<file path="src/design/svp_pkg.sv">
`timescale 1ns / 1ps

package svp_pkg;

  // Prerelease store sizing
  localparam int PRE_SIZE  = 32;
  localparam int PRE_DEPTH = PRE_SIZE - 1;
  localparam int PRE_AW    = (PRE_DEPTH > 1) ? $clog2(PRE_DEPTH) : 1;
  localparam int CNT_W     = $clog2(PRE_SIZE);

  // Field widths
  localparam int CHAR_W = 8;
  localparam int NUM_W  = 32;
  localparam int LEN_W  = 5;
  localparam int ACC_XW = NUM_W + 4;

  // Character codes
  localparam logic [CHAR_W-1:0] CH_NUL  = 8'h00;
  localparam logic [CHAR_W-1:0] CH_ZERO = 8'h30;
  localparam logic [CHAR_W-1:0] CH_NINE = 8'h39;
  localparam logic [CHAR_W-1:0] CH_DOT  = 8'h2E;
  localparam logic [CHAR_W-1:0] CH_DASH = 8'h2D;
  localparam logic [CHAR_W-1:0] CH_PLUS = 8'h2B;
  localparam logic [CHAR_W-1:0] CH_LA   = 8'h61;
  localparam logic [CHAR_W-1:0] CH_LZ   = 8'h7A;
  localparam logic [CHAR_W-1:0] CH_UA   = 8'h41;
  localparam logic [CHAR_W-1:0] CH_UZ   = 8'h5A;

  // Result kinds
  localparam logic KIND_SUM = 1'b0;
  localparam logic KIND_PRE = 1'b1;

  // Summary handed from parser to output stage at the terminator
  typedef struct packed {
    logic             term;
    logic             ok;
    logic [NUM_W-1:0] major;
    logic [NUM_W-1:0] minor;
    logic [NUM_W-1:0] patch;
    logic [CNT_W-1:0] cnt;
  } svp_sum_t;

  // Prerelease store write port
  typedef struct packed {
    logic              we;
    logic [PRE_AW-1:0] addr;
    logic [CHAR_W-1:0] data;
  } svp_wr_t;

  function automatic logic is_digit(input logic [CHAR_W-1:0] c);
    return (c >= CH_ZERO) && (c <= CH_NINE);
  endfunction

  function automatic logic is_pre(input logic [CHAR_W-1:0] c);
    return ((c >= CH_LA) && (c <= CH_LZ)) || ((c >= CH_UA) && (c <= CH_UZ)) ||
           is_digit(c) || (c == CH_DASH) || (c == CH_DOT);
  endfunction

endpackage

</file>
<file path="src/design/svp_in_if.sv">
`timescale 1ns / 1ps

interface svp_in_if
  import svp_pkg::*;
();
  logic              valid;
  logic              ready;
  logic [CHAR_W-1:0] char_code;

  modport source (output valid, output char_code, input ready);
  modport sink   (input valid, input char_code, output ready);
endinterface

</file>
<file path="src/design/svp_out_if.sv">
`timescale 1ns / 1ps

interface svp_out_if
  import svp_pkg::*;
();
  logic              valid;
  logic              ready;
  logic              item_kind;
  logic              valid_res;
  logic [NUM_W-1:0]  major_num;
  logic [NUM_W-1:0]  minor_num;
  logic [NUM_W-1:0]  patch_num;
  logic [LEN_W-1:0]  pre_length;
  logic [CHAR_W-1:0] pre_byte;
  logic              last;

  modport source (output valid, output item_kind, output valid_res, output major_num,
                  output minor_num, output patch_num, output pre_length, output pre_byte,
                  output last, input ready);
  modport sink   (input valid, input item_kind, input valid_res, input major_num,
                  input minor_num, input patch_num, input pre_length, input pre_byte,
                  input last, output ready);
endinterface

</file>
<file path="src/design/svp_ram.sv">
`timescale 1ns / 1ps

module svp_ram #(
  parameter int WIDTH = 8,
  parameter int DEPTH = 32
) (
  input  logic                                    clk,
  input  logic                                    we,
  input  logic [((DEPTH > 1) ? $clog2(DEPTH) : 1)-1:0] waddr,
  input  logic [WIDTH-1:0]                        wdata,
  input  logic [((DEPTH > 1) ? $clog2(DEPTH) : 1)-1:0] raddr,
  output logic [WIDTH-1:0]                        rdata
);

  logic [WIDTH-1:0] mem [DEPTH];

  // One write port, one registered read port
  always_ff @(posedge clk) begin
    if (we) begin
      mem[waddr] <= wdata;
    end
    rdata <= mem[raddr];
  end

endmodule

</file>
<file path="src/design/svp_parse.sv">
`timescale 1ns / 1ps

module svp_parse
  import svp_pkg::*;
(
  input  logic              clk,
  input  logic              rst_n,
  input  logic              fire,
  input  logic [CHAR_W-1:0] char_code,
  output svp_wr_t           wr,
  output svp_sum_t          sum
);

  typedef enum logic [9:0] {
    PH_MAJ_START = 10'b0000000001,
    PH_MAJ_DIG   = 10'b0000000010,
    PH_MIN_START = 10'b0000000100,
    PH_MIN_DIG   = 10'b0000001000,
    PH_PAT_START = 10'b0000010000,
    PH_PAT_DIG   = 10'b0000100000,
    PH_PRE_START = 10'b0001000000,
    PH_PRE_BODY  = 10'b0010000000,
    PH_BLD_START = 10'b0100000000,
    PH_BLD_BODY  = 10'b1000000000
  } phase_t;

  phase_t            phase_r, phase_nxt;
  logic [NUM_W-1:0]  major_r, major_nxt;
  logic [NUM_W-1:0]  minor_r, minor_nxt;
  logic [NUM_W-1:0]  patch_r, patch_nxt;
  logic              lz_r, lz_nxt;
  logic              err_r, err_nxt;
  logic [CNT_W-1:0]  cnt_r, cnt_nxt;

  logic              dig;
  logic [3:0]        dval;
  logic [NUM_W-1:0]  acc_sel;
  logic [ACC_XW-1:0] acc_ext;
  logic              add_bad;
  logic              pre_full;

  // Shared digit accumulate: acc*10 + d, error after a leading zero or if it spills past 32 bits
  always_comb begin
    dig  = is_digit(char_code);
    dval = char_code[3:0];
    case (phase_r)
      PH_MIN_DIG: acc_sel = minor_r;
      PH_PAT_DIG: acc_sel = patch_r;
      default:    acc_sel = major_r;
    endcase
    acc_ext  = ({4'b0, acc_sel} << 3) + ({4'b0, acc_sel} << 1) + ACC_XW'(dval);
    add_bad  = lz_r || (|acc_ext[ACC_XW-1:NUM_W]);
    pre_full = (cnt_r == CNT_W'(PRE_DEPTH));
  end

  // Summary seen by the output stage
  always_comb begin
    sum.term  = fire && (char_code == CH_NUL);
    sum.ok    = !err_r && ((phase_r == PH_PAT_DIG) || (phase_r == PH_PRE_BODY) ||
                           (phase_r == PH_BLD_BODY));
    sum.major = major_r;
    sum.minor = minor_r;
    sum.patch = patch_r;
    sum.cnt   = cnt_r;
  end

  // Phase machine
  always_comb begin
    phase_nxt = phase_r;
    major_nxt = major_r;
    minor_nxt = minor_r;
    patch_nxt = patch_r;
    lz_nxt    = lz_r;
    err_nxt   = err_r;
    cnt_nxt   = cnt_r;
    wr.we     = 1'b0;
    wr.addr   = cnt_r[PRE_AW-1:0];
    wr.data   = char_code;
    if (fire) begin
      if (char_code == CH_NUL) begin
        // terminator: back to the start for the next string
        phase_nxt = PH_MAJ_START;
        major_nxt = '0;
        minor_nxt = '0;
        patch_nxt = '0;
        lz_nxt    = 1'b0;
        err_nxt   = 1'b0;
        cnt_nxt   = '0;
      end else if (!err_r) begin
        case (phase_r)
          PH_MAJ_START, PH_MIN_START, PH_PAT_START: begin
            if (!dig) begin
              err_nxt = 1'b1;
            end else begin
              lz_nxt = (char_code == CH_ZERO);
              if (phase_r == PH_MAJ_START) begin
                major_nxt = NUM_W'(dval);
                phase_nxt = PH_MAJ_DIG;
              end else if (phase_r == PH_MIN_START) begin
                minor_nxt = NUM_W'(dval);
                phase_nxt = PH_MIN_DIG;
              end else begin
                patch_nxt = NUM_W'(dval);
                phase_nxt = PH_PAT_DIG;
              end
            end
          end
          PH_MAJ_DIG: begin
            if (dig) begin
              if (add_bad) err_nxt = 1'b1;
              else major_nxt = acc_ext[NUM_W-1:0];
            end else if (char_code == CH_DOT) begin
              phase_nxt = PH_MIN_START;
            end else begin
              err_nxt = 1'b1;
            end
          end
          PH_MIN_DIG: begin
            if (dig) begin
              if (add_bad) err_nxt = 1'b1;
              else minor_nxt = acc_ext[NUM_W-1:0];
            end else if (char_code == CH_DOT) begin
              phase_nxt = PH_PAT_START;
            end else begin
              err_nxt = 1'b1;
            end
          end
          PH_PAT_DIG: begin
            if (dig) begin
              if (add_bad) err_nxt = 1'b1;
              else patch_nxt = acc_ext[NUM_W-1:0];
            end else if (char_code == CH_DASH) begin
              phase_nxt = PH_PRE_START;
            end else if (char_code == CH_PLUS) begin
              phase_nxt = PH_BLD_START;
            end else begin
              err_nxt = 1'b1;
            end
          end
          PH_PRE_START, PH_PRE_BODY: begin
            if (is_pre(char_code)) begin
              if (pre_full) begin
                err_nxt = 1'b1;
              end else begin
                wr.we     = 1'b1;
                cnt_nxt   = cnt_r + CNT_W'(1);
                phase_nxt = PH_PRE_BODY;
              end
            end else if ((phase_r == PH_PRE_BODY) && (char_code == CH_PLUS)) begin
              phase_nxt = PH_BLD_START;
            end else begin
              err_nxt = 1'b1;
            end
          end
          PH_BLD_START, PH_BLD_BODY: begin
            if (is_pre(char_code)) phase_nxt = PH_BLD_BODY;
            else err_nxt = 1'b1;
          end
          default: err_nxt = 1'b1;
        endcase
      end
    end
  end

  always_ff @(posedge clk) begin
    if (!rst_n) begin
      phase_r <= PH_MAJ_START;
      major_r <= '0;
      minor_r <= '0;
      patch_r <= '0;
      lz_r    <= 1'b0;
      err_r   <= 1'b0;
      cnt_r   <= '0;
    end else begin
      phase_r <= phase_nxt;
      major_r <= major_nxt;
      minor_r <= minor_nxt;
      patch_r <= patch_nxt;
      lz_r    <= lz_nxt;
      err_r   <= err_nxt;
      cnt_r   <= cnt_nxt;
    end
  end

endmodule

</file>
<file path="src/design/svp_drain.sv">
`timescale 1ns / 1ps

module svp_drain
  import svp_pkg::*;
(
  input  logic              clk,
  input  logic              rst_n,
  input  svp_sum_t          sum,
  input  logic [CHAR_W-1:0] rdata,
  output logic [PRE_AW-1:0] raddr,
  output logic              idle,
  svp_out_if.source         out_ch
);

  typedef enum logic [2:0] {
    D_IDLE = 3'b001,
    D_PRE  = 3'b010,
    D_LAST = 3'b100
  } dstate_t;

  dstate_t           state_r, state_nxt;
  logic [CNT_W-1:0]  idx_r, idx_nxt;
  logic [CNT_W-1:0]  cnt_r, cnt_nxt;
  logic              kind_r, kind_nxt;
  logic              vres_r, vres_nxt;
  logic [NUM_W-1:0]  major_r, major_nxt;
  logic [NUM_W-1:0]  minor_r, minor_nxt;
  logic [NUM_W-1:0]  patch_r, patch_nxt;
  logic [LEN_W-1:0]  len_r, len_nxt;
  logic [CHAR_W-1:0] byte_r, byte_nxt;
  logic              last_r, last_nxt;
  logic              pre_last;

  // Output register: summary first, then one transaction per stored character
  always_comb begin
    state_nxt = state_r;
    idx_nxt   = idx_r;
    cnt_nxt   = cnt_r;
    kind_nxt  = kind_r;
    vres_nxt  = vres_r;
    major_nxt = major_r;
    minor_nxt = minor_r;
    patch_nxt = patch_r;
    len_nxt   = len_r;
    byte_nxt  = byte_r;
    last_nxt  = last_r;
    pre_last  = ((idx_r + CNT_W'(1)) == cnt_r);
    case (state_r)
      D_IDLE: begin
        if (sum.term) begin
          kind_nxt  = KIND_SUM;
          vres_nxt  = sum.ok;
          major_nxt = sum.ok ? sum.major : '0;
          minor_nxt = sum.ok ? sum.minor : '0;
          patch_nxt = sum.ok ? sum.patch : '0;
          len_nxt   = sum.ok ? LEN_W'(sum.cnt) : '0;
          byte_nxt  = '0;
          last_nxt  = !sum.ok || (sum.cnt == '0);
          cnt_nxt   = sum.cnt;
          idx_nxt   = '0;
          state_nxt = (sum.ok && (sum.cnt != '0)) ? D_PRE : D_LAST;
        end
      end
      D_PRE: begin
        if (out_ch.ready) begin
          kind_nxt  = KIND_PRE;
          vres_nxt  = 1'b1;
          major_nxt = '0;
          minor_nxt = '0;
          patch_nxt = '0;
          len_nxt   = '0;
          byte_nxt  = rdata;
          last_nxt  = pre_last;
          idx_nxt   = idx_r + CNT_W'(1);
          state_nxt = pre_last ? D_LAST : D_PRE;
        end
      end
      D_LAST: begin
        if (out_ch.ready) state_nxt = D_IDLE;
      end
      default: state_nxt = D_IDLE;
    endcase
  end

  // Read ahead: memory data always matches the entry idx_r points at
  assign raddr = idx_nxt[PRE_AW-1:0];
  assign idle  = (state_r == D_IDLE);

  assign out_ch.valid      = (state_r != D_IDLE);
  assign out_ch.item_kind  = kind_r;
  assign out_ch.valid_res  = vres_r;
  assign out_ch.major_num  = major_r;
  assign out_ch.minor_num  = minor_r;
  assign out_ch.patch_num  = patch_r;
  assign out_ch.pre_length = len_r;
  assign out_ch.pre_byte   = byte_r;
  assign out_ch.last       = last_r;

  always_ff @(posedge clk) begin
    if (!rst_n) begin
      state_r <= D_IDLE;
      idx_r   <= '0;
      cnt_r   <= '0;
    end else begin
      state_r <= state_nxt;
      idx_r   <= idx_nxt;
      cnt_r   <= cnt_nxt;
    end
  end

  // Payload, no reset
  always_ff @(posedge clk) begin
    kind_r  <= kind_nxt;
    vres_r  <= vres_nxt;
    major_r <= major_nxt;
    minor_r <= minor_nxt;
    patch_r <= patch_nxt;
    len_r   <= len_nxt;
    byte_r  <= byte_nxt;
    last_r  <= last_nxt;
  end

endmodule

</file>
<file path="src/design/semver_string_parser_core.sv">
`timescale 1ns / 1ps
// Channel   Dir  Handshake        Payload
// in_ch     in   valid / ready    char_code[7:0]
// out_ch    out  valid / ready    item_kind, valid_res, major_num, minor_num, patch_num,
//                                 pre_length, pre_byte, last
//
// A non-zero character is accepted every cycle while idle.
// A terminator yields 1 + N results (N stored prerelease characters, 0 if invalid), one per cycle
// while out_ch.ready is high; input is held off until the last of them is taken,
// as the single read port of the prerelease memory is walked one entry a cycle.
// rst_n is synchronous and active low; the prerelease memory needs no clearing.
// Stalls on out_ch hold the current result in the output register.

module semver_string_parser_core
  import svp_pkg::*;
(
  input  logic       clk,
  input  logic       rst_n,
  svp_in_if.sink     in_ch,
  svp_out_if.source  out_ch
);

  logic              in_fire;
  logic              drain_idle;
  svp_wr_t           wr;
  svp_sum_t          sum;
  logic [PRE_AW-1:0] raddr;
  logic [CHAR_W-1:0] rdata;

  assign in_ch.ready = drain_idle;
  assign in_fire     = in_ch.valid && in_ch.ready;

  svp_parse u_parse (
    .clk       (clk),
    .rst_n     (rst_n),
    .fire      (in_fire),
    .char_code (in_ch.char_code),
    .wr        (wr),
    .sum       (sum)
  );

  // Prerelease character store
  svp_ram #(
    .WIDTH (CHAR_W),
    .DEPTH (PRE_DEPTH)
  ) u_pre_ram (
    .clk   (clk),
    .we    (wr.we),
    .waddr (wr.addr),
    .wdata (wr.data),
    .raddr (raddr),
    .rdata (rdata)
  );

  svp_drain u_drain (
    .clk    (clk),
    .rst_n  (rst_n),
    .sum    (sum),
    .rdata  (rdata),
    .raddr  (raddr),
    .idle   (drain_idle),
    .out_ch (out_ch)
  );

  // Input is never taken while a result is pending
  a_no_overlap: assert property (@(posedge clk) disable iff (!rst_n)
    in_ch.ready |-> !out_ch.valid)
    else $error("input ready while a result is pending");

  // Memory is written only by an accepted transaction
  a_wr_on_fire: assert property (@(posedge clk) disable iff (!rst_n)
    wr.we |-> in_fire)
    else $error("prerelease write without an accepted transaction");

  // A terminator always presents a result on the next cycle
  a_term_result: assert property (@(posedge clk) disable iff (!rst_n)
    (in_fire && (in_ch.char_code == CH_NUL)) |=> out_ch.valid)
    else $error("no result after terminator");

  // A result that is not the last is followed by another
  a_more_follow: assert property (@(posedge clk) disable iff (!rst_n)
    (out_ch.valid && out_ch.ready && !out_ch.last) |=> out_ch.valid)
    else $error("result run ended without last");

endmodule
</file>
<file path="src/flat_wrapper.sv">
// flat-port wrapper written by rule: the top's interface ports become plain ports
module semver_string_parser_core_flat import svp_pkg::*;
  (clk, rst_n, in_ch_valid, in_ch_char_code, in_ch_ready, out_ch_valid, out_ch_item_kind, out_ch_valid_res, out_ch_major_num, out_ch_minor_num, out_ch_patch_num, out_ch_pre_length, out_ch_pre_byte, out_ch_last, out_ch_ready);
  svp_in_if in_ch_i ();
  svp_out_if out_ch_i ();
  input  logic clk;
  input  logic rst_n;
  input wire logic [$bits(in_ch_i.valid)-1:0] in_ch_valid;
  input wire logic [$bits(in_ch_i.char_code)-1:0] in_ch_char_code;
  output wire logic [$bits(in_ch_i.ready)-1:0] in_ch_ready;
  output wire logic [$bits(out_ch_i.valid)-1:0] out_ch_valid;
  output wire logic [$bits(out_ch_i.item_kind)-1:0] out_ch_item_kind;
  output wire logic [$bits(out_ch_i.valid_res)-1:0] out_ch_valid_res;
  output wire logic [$bits(out_ch_i.major_num)-1:0] out_ch_major_num;
  output wire logic [$bits(out_ch_i.minor_num)-1:0] out_ch_minor_num;
  output wire logic [$bits(out_ch_i.patch_num)-1:0] out_ch_patch_num;
  output wire logic [$bits(out_ch_i.pre_length)-1:0] out_ch_pre_length;
  output wire logic [$bits(out_ch_i.pre_byte)-1:0] out_ch_pre_byte;
  output wire logic [$bits(out_ch_i.last)-1:0] out_ch_last;
  input wire logic [$bits(out_ch_i.ready)-1:0] out_ch_ready;
  assign in_ch_i.valid = in_ch_valid;
  assign in_ch_i.char_code = in_ch_char_code;
  assign in_ch_ready = in_ch_i.ready;
  assign out_ch_valid = out_ch_i.valid;
  assign out_ch_item_kind = out_ch_i.item_kind;
  assign out_ch_valid_res = out_ch_i.valid_res;
  assign out_ch_major_num = out_ch_i.major_num;
  assign out_ch_minor_num = out_ch_i.minor_num;
  assign out_ch_patch_num = out_ch_i.patch_num;
  assign out_ch_pre_length = out_ch_i.pre_length;
  assign out_ch_pre_byte = out_ch_i.pre_byte;
  assign out_ch_last = out_ch_i.last;
  assign out_ch_i.ready = out_ch_ready;
  semver_string_parser_core u_core (.clk(clk), .rst_n(rst_n), .in_ch(in_ch_i), .out_ch(out_ch_i));
endmodule
</file>
<file path="config.mk">
export PLATFORM = sky130hd
export DESIGN_NAME = semver_string_parser_core_flat
export DESIGN_NICKNAME = d
export VERILOG_FILES = /design/src/design/svp_pkg.sv /design/src/design/svp_in_if.sv /design/src/design/svp_out_if.sv /design/src/design/svp_ram.sv /design/src/design/svp_parse.sv /design/src/design/svp_drain.sv /design/src/design/semver_string_parser_core.sv /design/src/flat_wrapper.sv
export SDC_FILE = /design/constraint.sdc
export NUM_CORES = 1
export LEC_CHECK = 0
export BUFFER_PORTS_ARGS = -buffer_cell sky130_fd_sc_hd__buf_2
export CAP_MARGIN = 20
export CORE_MARGIN = 2
export CORE_UTILIZATION = 50
export DETAILED_ROUTE_END_ITERATION = 12
export PLACE_DENSITY = 0.7
export SLEW_MARGIN = 10
export SYNTH_ARGS = -nofsm -noshare
export SYNTH_HDL_FRONTEND = slang
export SYNTH_SLANG_ARGS = --single-unit
</file>
<file path="constraint.sdc">
create_clock -name clk -period 5 [get_ports clk]
set_input_delay 0.25 -clock clk [delete_from_list [all_inputs] [get_ports clk]]
set_output_delay 0.25 -clock clk [all_outputs]
set_load 0.01 [all_outputs]
</file>
==> results of run 1 <==
## cell families after synthesis
kind of cell	after synthesis	synth area share (%)
DFF	494	58.16
muxes	79	3.408
buffers and inverters	170	3.096
xor gates and xnor gates	40	1.542
adders and majority gates	71	3.894
and+or+nand+nor	1004	20.31
AOI/OAI and AO/OA	325	9.595
## flip-flops by register name (all words and copies together), names as in the netlist, 8 cells and up
register                         cells
u_core.u_drain.out_ch.pre_byte       8
u_core.u_parse.phase_r              10
u_core.u_drain.out_ch.minor_num     32
u_core.u_pre_ram.mem               248
u_core.u_parse.major_r              32
u_core.u_drain.out_ch.major_num     32
u_core.u_drain.out_ch.patch_num     32
u_core.u_pre_ram.rdata               8
u_core.u_parse.patch_r              32
u_core.u_parse.minor_r              32
## cell type report
| cell class | count | area share, % |
|---|---|---|
| clock inverters | 30 | 0.7102 |
| well taps | 600 | 2.804 |
| diodes | 1 | 0.009345 |
| inverters | 29 | 0.4065 |
| flip-flops and latches | 494 | 50.39 |
| multi-input cells | 1519 | 34.15 |
| repair buffers | 246 | 6.392 |
| clock buffers | 64 | 5.140 |
## power breakdown
group | leakage, uW | total (uW) | switching, uW | internal, uW
registers | 0.00419 | 4380 | 7.64 | 4380
clock network | 0.000780 | 3570 | 1600 | 1970
logic | 0.00564 | 188 | 135 | 53.7
total | 0.0106 | 8140 | 1740 | 6400
## worst max-delay path, delay by kind of cell (launching register included)
kind | cells | cell delay [ns]
flip-flops | 1 | 0.31
adder cells (fa/ha/maj) | 2 | 0.62
AO/OA/AOI/OAI | 3 | 0.37
buffers and inverters | 4 | 0.65
multiplexers | 1 | 0.20
AND/OR/NAND/NOR | 9 | 2.57
## what timing repair did
action / CTS / global route
hold buffers: 2 / 0
pin swaps: 4 / 12
endpoints found under the hold margin: 4 / 0
cloned: 0 / 1
setup buffers: 4 / 7
resized for setup: 2 / 33
endpoints found under the setup margin: 96 / 97
## metal layers
layer / part of all wire (%) / wire length (um) / track usage [%] / vias to the layer above
met2: 46 / 28730 / 40.17 / 790
met1: 44 / 27360 / 37.13 / 8657
met5: 0.021 / 13 / 0 / -
met3: 8.1 / 5058 / 4.075 / 115
met4: 2.5 / 1584 / 7.455 / 2
li1: - / - / - / 8246
## worst min-delay path by stage
stage / end / startpoint / depth (start not counted)
floorplan: u_core.u_pre_ram.mem[0][0] / in_ch_char_code[0] / 0
global placement: u_core.u_parse.major_r[7] / u_core.u_parse.major_r[7] / 2
detailed placement: u_core.u_parse.major_r[7] / u_core.u_parse.major_r[7] / 2
CTS: u_core.u_pre_ram.mem[0][5] / in_ch_char_code[5] / 1
global route: u_core.u_pre_ram.mem[0][5] / in_ch_char_code[5] / 1
finish: u_core.u_pre_ram.mem[0][5] / in_ch_char_code[5] / 1
## placed cells by master, fill, tap and decap left out, drive strengths merged, types with 5 or more instances in the layout
| master | count |
|---|---|
| nand3 | 125 |
| a311oi | 32 |
| o211ai | 7 |
| or4 | 5 |
| nand2b | 15 |
| nor2 | 86 |
| buf | 243 |
| a222oi | 7 |
| clkinv | 24 |
| a21boi | 20 |
| o21a | 6 |
| nand4 | 10 |
| or3b | 5 |
| a21oi | 46 |
| mux2i | 79 |
| a22oi | 34 |
| nand2 | 534 |
| and2 | 16 |
| edfxtp | 360 |
| nor4 | 11 |
| and3 | 139 |
| a211oi | 9 |
| ha | 69 |
| or3 | 10 |
| nor3 | 16 |
| o21ai | 78 |
| inv | 33 |
| clkbuf | 65 |
| nor2b | 13 |
| xnor2 | 24 |
| dfxtp | 134 |
| a21o | 12 |
| xor2 | 16 |
| a31oi | 39 |
## metrics by stage
stage,TNS (ns),instance area (um^2)
after global placement,0,24950
after global routing,-0.1399,26770
after detailed placement,-3.441,24950
final,0,26780
after CTS,0,26570
after floorplan,0,23210
==> impl_metrics.toml, run 1 <==
[sta]
fin_worst_skew_ns = 0.02310
min_period_over_period_pct = 96.49
drv_slew = 0
finalSetupViolations = 0
timing.hold.ws_ns = 0.03204
grt_setup_unrepaired = "yes"
relSlewSlack_pct = 30.77
tightest_slew_ns = 1.035
fin_crit_ns = 4.824
fmax_mhz = 207.3
finalHoldViolations = 0
fin_ws_ns = 0.1757

[routing]
wl_um = 62750
drc = 0
drt_pre_antenna_iters = 7
viasPerCell = 5.970
final_antenna_net_count = 0
via_count = 17810
route.detailed.wl_per_inst_um = 21.04
initialDrtViolationCount = 2002

[global_route]
grt_util_all_layers_pct = 25.73
grt-ovfl-total = 0
antenna_found_initial = 2
grt_max_degree = 105
grt_pass1_wl_um = 96030
grt_pass1_vias = 16980

[worst_setup_path]
crit_slowest_cell = "or4_4"
cp_max_fo = 17
start_kind = "register"
slowest_delay_ns = 0.59
path_class = "register to register"
ff2ff_path_depth = 19
cp-end-kind = "register"
required_ns = 5.51
endpoint = "u_core.u_parse.major_r[3]"
r2r_end = "u_core.u_parse.major_r[3]"
worstReg2RegStart = "u_core.u_parse.phase_r[8]"
startpoint = "u_core.u_parse.phase_r[8]"
cp.arrival_ns = 5.34
path_cells = "or4_4 > nor4_4 > buf_4 > buf_4 > buf_12 > a22oi_1 > nand2_1 > ha_1 > ha_1 > and4_1 > nor2b_1 > or3_1 > and3_1 > a21oi_2 > o2111ai_2 > or4b_4 > nand2_4 > buf_12 > mux2i_1"
regToRegSetupSlack_ns = 0.18

[place]
pre_cts_ws_ns = -0.1150
numPortBuffers = 125
dpl.hpwl_um = 41400
dp_cells = 2874
gp_congestion = 0.9046

[synthesis]
ys_ff_latch = 494
ys_seq_area_share_pct = 58.16
synthTopCellsByArea = "edfxtp_1 (47%), dfxtp_1 (12%), nand2_1 (8.6%)"
yosysTopAreaCellShare_pct = 46.60
synth_edf_count = 360
syn_nets = 2266
syn_area_per_cell_um2 = 10.63
yosys_warnings = 0
synthTopCellsByCount = "nand2_1 (533), edfxtp_1 (360), and3_1 (139)"
netlist_instances = 2183
synthArstFlopShare_pct = 0
synth-main-ff-cell = "edfxtp_1"
synth.largest_area_cell = "edfxtp_1"
synth_area_um2 = 23200
yosysMostFrequentCell = "nand2_1"
yosysUniqueCellTypes = 75

[floorplan]
start_util_pct = 50.90
die-area_um2 = 48140
die_y_um = 219.4
rows = 78
core_area_um2 = 45580
io_pins = 126
die_x_um = 219.4

[cts]
cts_tree = "done"
clock-sinks = 494
cts_buffers = 50
clk_latency_ns = 0.59
cts_root_buf = "clkbuf_16"
clk_pin_slew_worst_paths_ns = 0.06
cts-htree-levels = 2
clockBufferDepth = 3

[layout]
n_fill_cell = 3726
seq_area_um2 = 13490
syn_to_final_growth_pct = 15.42
multi_input_area_um2 = 9144
fin_nets = 2423
drive_above_1_share_pct = 15.95
layout.cells.non_filler = 2983
postLayoutCoreUtil_pct = 58.75

[power_and_ir_drop]
vdd_drop_max_mv = 0.2840
p_per_area_nw_per_um2 = 304.0
finalPower_uw = 8141
p_leak_uw = 0.01061

[status]
status = "complete, no violations"

[job]
drv_cap = 0

[hold_path]
min_path_type = "primary input to register"
Power figures use the tool's default switching activity.
==> run 2: changes to the inputs <==
--- a/config.mk
+++ b/config.mk
@@ -10,7 +10,7 @@
 export CORE_MARGIN = 2
 export CORE_UTILIZATION = 50
 export DETAILED_ROUTE_END_ITERATION = 12
-export PLACE_DENSITY = 0.7
+export PLACE_DENSITY = 0.67
 export SLEW_MARGIN = 10
 export SYNTH_ARGS = -nofsm -noshare
 export SYNTH_HDL_FRONTEND = slang
==> constraint.sdc (replaced) <==
create_clock -name clk -period 5.29 [get_ports clk]
set_input_delay 0.2645 -clock clk [delete_from_list [all_inputs] [get_ports clk]]
set_output_delay 0.2645 -clock clk [all_outputs]
set_load 0.01 [all_outputs]
==> run 2 against run 1 <==
  * Design area shrank 1.7%
  * Critical path depth grew 1
  * Non-clock buffer count shrank 43
  * Final cell count shrank 1.5%
  * Count of clock-buffer cells in the layout grew 11
  * Maximum frequency shrank 5.0%
  * Utilization shrank 0.97 points
  * Setup slack gained 0.039 ns
  * Sequential power shrank 5.5%
  * Sequential share of layout area grew 0.85 points
  * Wire length shrank 1.1%
  * Global-route usage shrank 0.063 points
  * Critical endpoint is now u_core.u_parse.major_r[0]
  * Largest power group unchanged
==> impl_metrics.toml, run 2 (synthesized netlist as in run 1, its figures left out) <==
[status]
status = "complete, no violations"

[routing]
via_count = 17260
initialDrtViolationCount = 1840
wl_um = 62080
route.detailed.wl_per_inst_um = 21.12
final_antenna_net_count = 0
drt_pre_antenna_iters = 6
drc = 0
viasPerCell = 5.873

[global_route]
grt_pass1_wl_um = 94990
grt_pass1_vias = 16350
antenna_found_initial = 3
grt_max_degree = 105
grt_util_all_layers_pct = 25.67
grt-ovfl-total = 0

[sta]
finalHoldViolations = 0
min_period_over_period_pct = 95.95
fin_worst_skew_ns = 0.03248
fin_crit_ns = 5.076
relSlewSlack_pct = 31.27
timing.hold.ws_ns = 0.05199
drv_slew = 0
finalSetupViolations = 0
fmax_mhz = 197.0
tightest_slew_ns = 1.031

[hold_path]
hold-path-cell-count = 1
min-delay-start = "in_ch_char_code[6]"
worst_hold_path.endpoint = "u_core.u_pre_ram.mem[8][6]"
min_path_type = "primary input to register"

[floorplan]
die_x_um = 219.4
die_y_um = 219.4
die-area_um2 = 48140
io_pins = 126
core_area_um2 = 45580
rows = 78
start_util_pct = 50.90

[power_and_ir_drop]
p_leak_uw = 0.01030
vdd_drop_max_mv = 0.2943
p_per_area_nw_per_um2 = 292.9

[job]
drv_cap = 0

[layout]
drive_above_1_share_pct = 13.39
seq_area_um2 = 13490
largest-register = "u_core.u_pre_ram.mem"
final_cell_mix = "nand2_1 (531), edfxtp_1 (360), and3_1 (139)"
multi_input_area_um2 = 9074
stdcell_area_um2 = 26330
layout_commonest_cell = "nand2_1"
n_fill_cell = 3742
largest_reg_flops = 248
syn_to_final_growth_pct = 13.51
fin_nets = 2380

[cts]
clockBufferDepth = 3
clk_pin_slew_worst_paths_ns = 0.07
cts-htree-levels = 2
cts_tree = "done"
cts_buffers = 50
clk_latency_ns = 0.61
clock-sinks = 494
cts_root_buf = "clkbuf_16"

[worst_setup_path]
cp-end-kind = "register"
regToRegSetupSlack_ns = 0.21
cp_max_fo = 14
cp.arrival_ns = 5.61
start_kind = "register"
ff2ff_path_depth = 20
worstReg2RegStart = "u_core.u_parse.phase_r[9]"
required_ns = 5.82
path_class = "register to register"
r2r_end = "u_core.u_parse.major_r[0]"

[place]
dpl_cell_area_um2 = 24670
gp_congestion = 0.9176
numPortBuffers = 125
dpl.hpwl_um = 40850
==> run 2: how the worst max path moves through the flow <==
stage                              start                          to  slack [ns]
6_report       u_core.u_parse.phase_r[9]   u_core.u_parse.major_r[0]        0.21
3_3_place_gp   u_core.u_parse.phase_r[9]   u_core.u_parse.major_r[0]        0.16
4_1_cts        u_core.u_parse.phase_r[9]   u_core.u_parse.major_r[0]        0.03
2_1_floorplan  u_core.u_parse.phase_r[9]   u_core.u_parse.major_r[2]        0.13
5_1_grt        u_core.u_parse.phase_r[3]   u_core.u_parse.major_r[0]       -0.05
3_5_place_dp   u_core.u_parse.phase_r[9]  u_core.u_parse.patch_r[30]       0.008
==> run 2: cell type report <==
| cell class | count | share of cell area [%] |
|---|---|---|
| well taps | 600 | 2.851 |
| inverters | 29 | 0.4134 |
| diodes | 1 | 0.009503 |
| clock buffers | 75 | 5.336 |
| clock inverters | 18 | 0.6129 |
| repair buffers | 203 | 5.084 |
| flip-flops and latches | 494 | 51.24 |
| multi-input cells | 1519 | 34.46 |
==> run 2: per-stage QoR <==
step | instances | utilization (%) | setup TNS (ns) | setup slack [ns] | power, uW
after floorplan | 2183 | - | 0 | 0.1315 | 4314
after global placement | 2839 | 54.13 | 0 | 0.1556 | 4391
after detailed placement | 2839 | 54.13 | 0 | 0.008332 | 4394
after CTS | 2936 | 57.65 | 0 | 0.03436 | 7754
after global routing | 2939 | 57.78 | -0.05552 | -0.05387 | 7926
final | 2939 | 57.78 | 0 | 0.2143 | 7714
==> run 2: worst max-delay path, stage by stage (launching register included) <==
cell and delay [ns]:
dfxtp_1 0.31, or4_4 0.61, nor4_4 0.22, buf_4 0.19, a22oi_1 0.12, nand2_1 0.13
inv_1 0.06, fa_1 0.53, inv_1 0.06, ha_1 0.30, a21o_1 0.20, and4_1 0.24
o21ai_1 0.22, a211oi_2 0.14, a211oi_1 0.28, buf_4 0.18, o311a_1 0.17, or4b_4 0.47
nand2_2 0.12, buf_4 0.23, mux2i_1 0.20
==> run 2: repair_timing <==
item,in CTS,in global routing
endpoints found under the setup margin,5,97
hold endpoints to repair,5,0
pin swaps,1,5
gates resized for setup,2,11
hold buffers,2,0
setup buffers,2,2
==> run 2: metal layers <==
layer / GRT usage [%] / vias to the layer above / part of all wire [%]
met5: 0 / - / 0
met4: 6.802 / 0 / 2.1
met3: 5.364 / 94 / 7.9
met2: 38.64 / 669 / 45
met1: 37.68 / 8339 / 45
li1: - / 8159 / -
==> run 2: power breakdown <==
| group | internal (uW) | switching (uW) |
|---|---|---|
| registers | 4140 | 7.61 |
| logic | 47.9 | 125 |
| clock network | 1900 | 1500 |
| total | 6080 | 1630 |
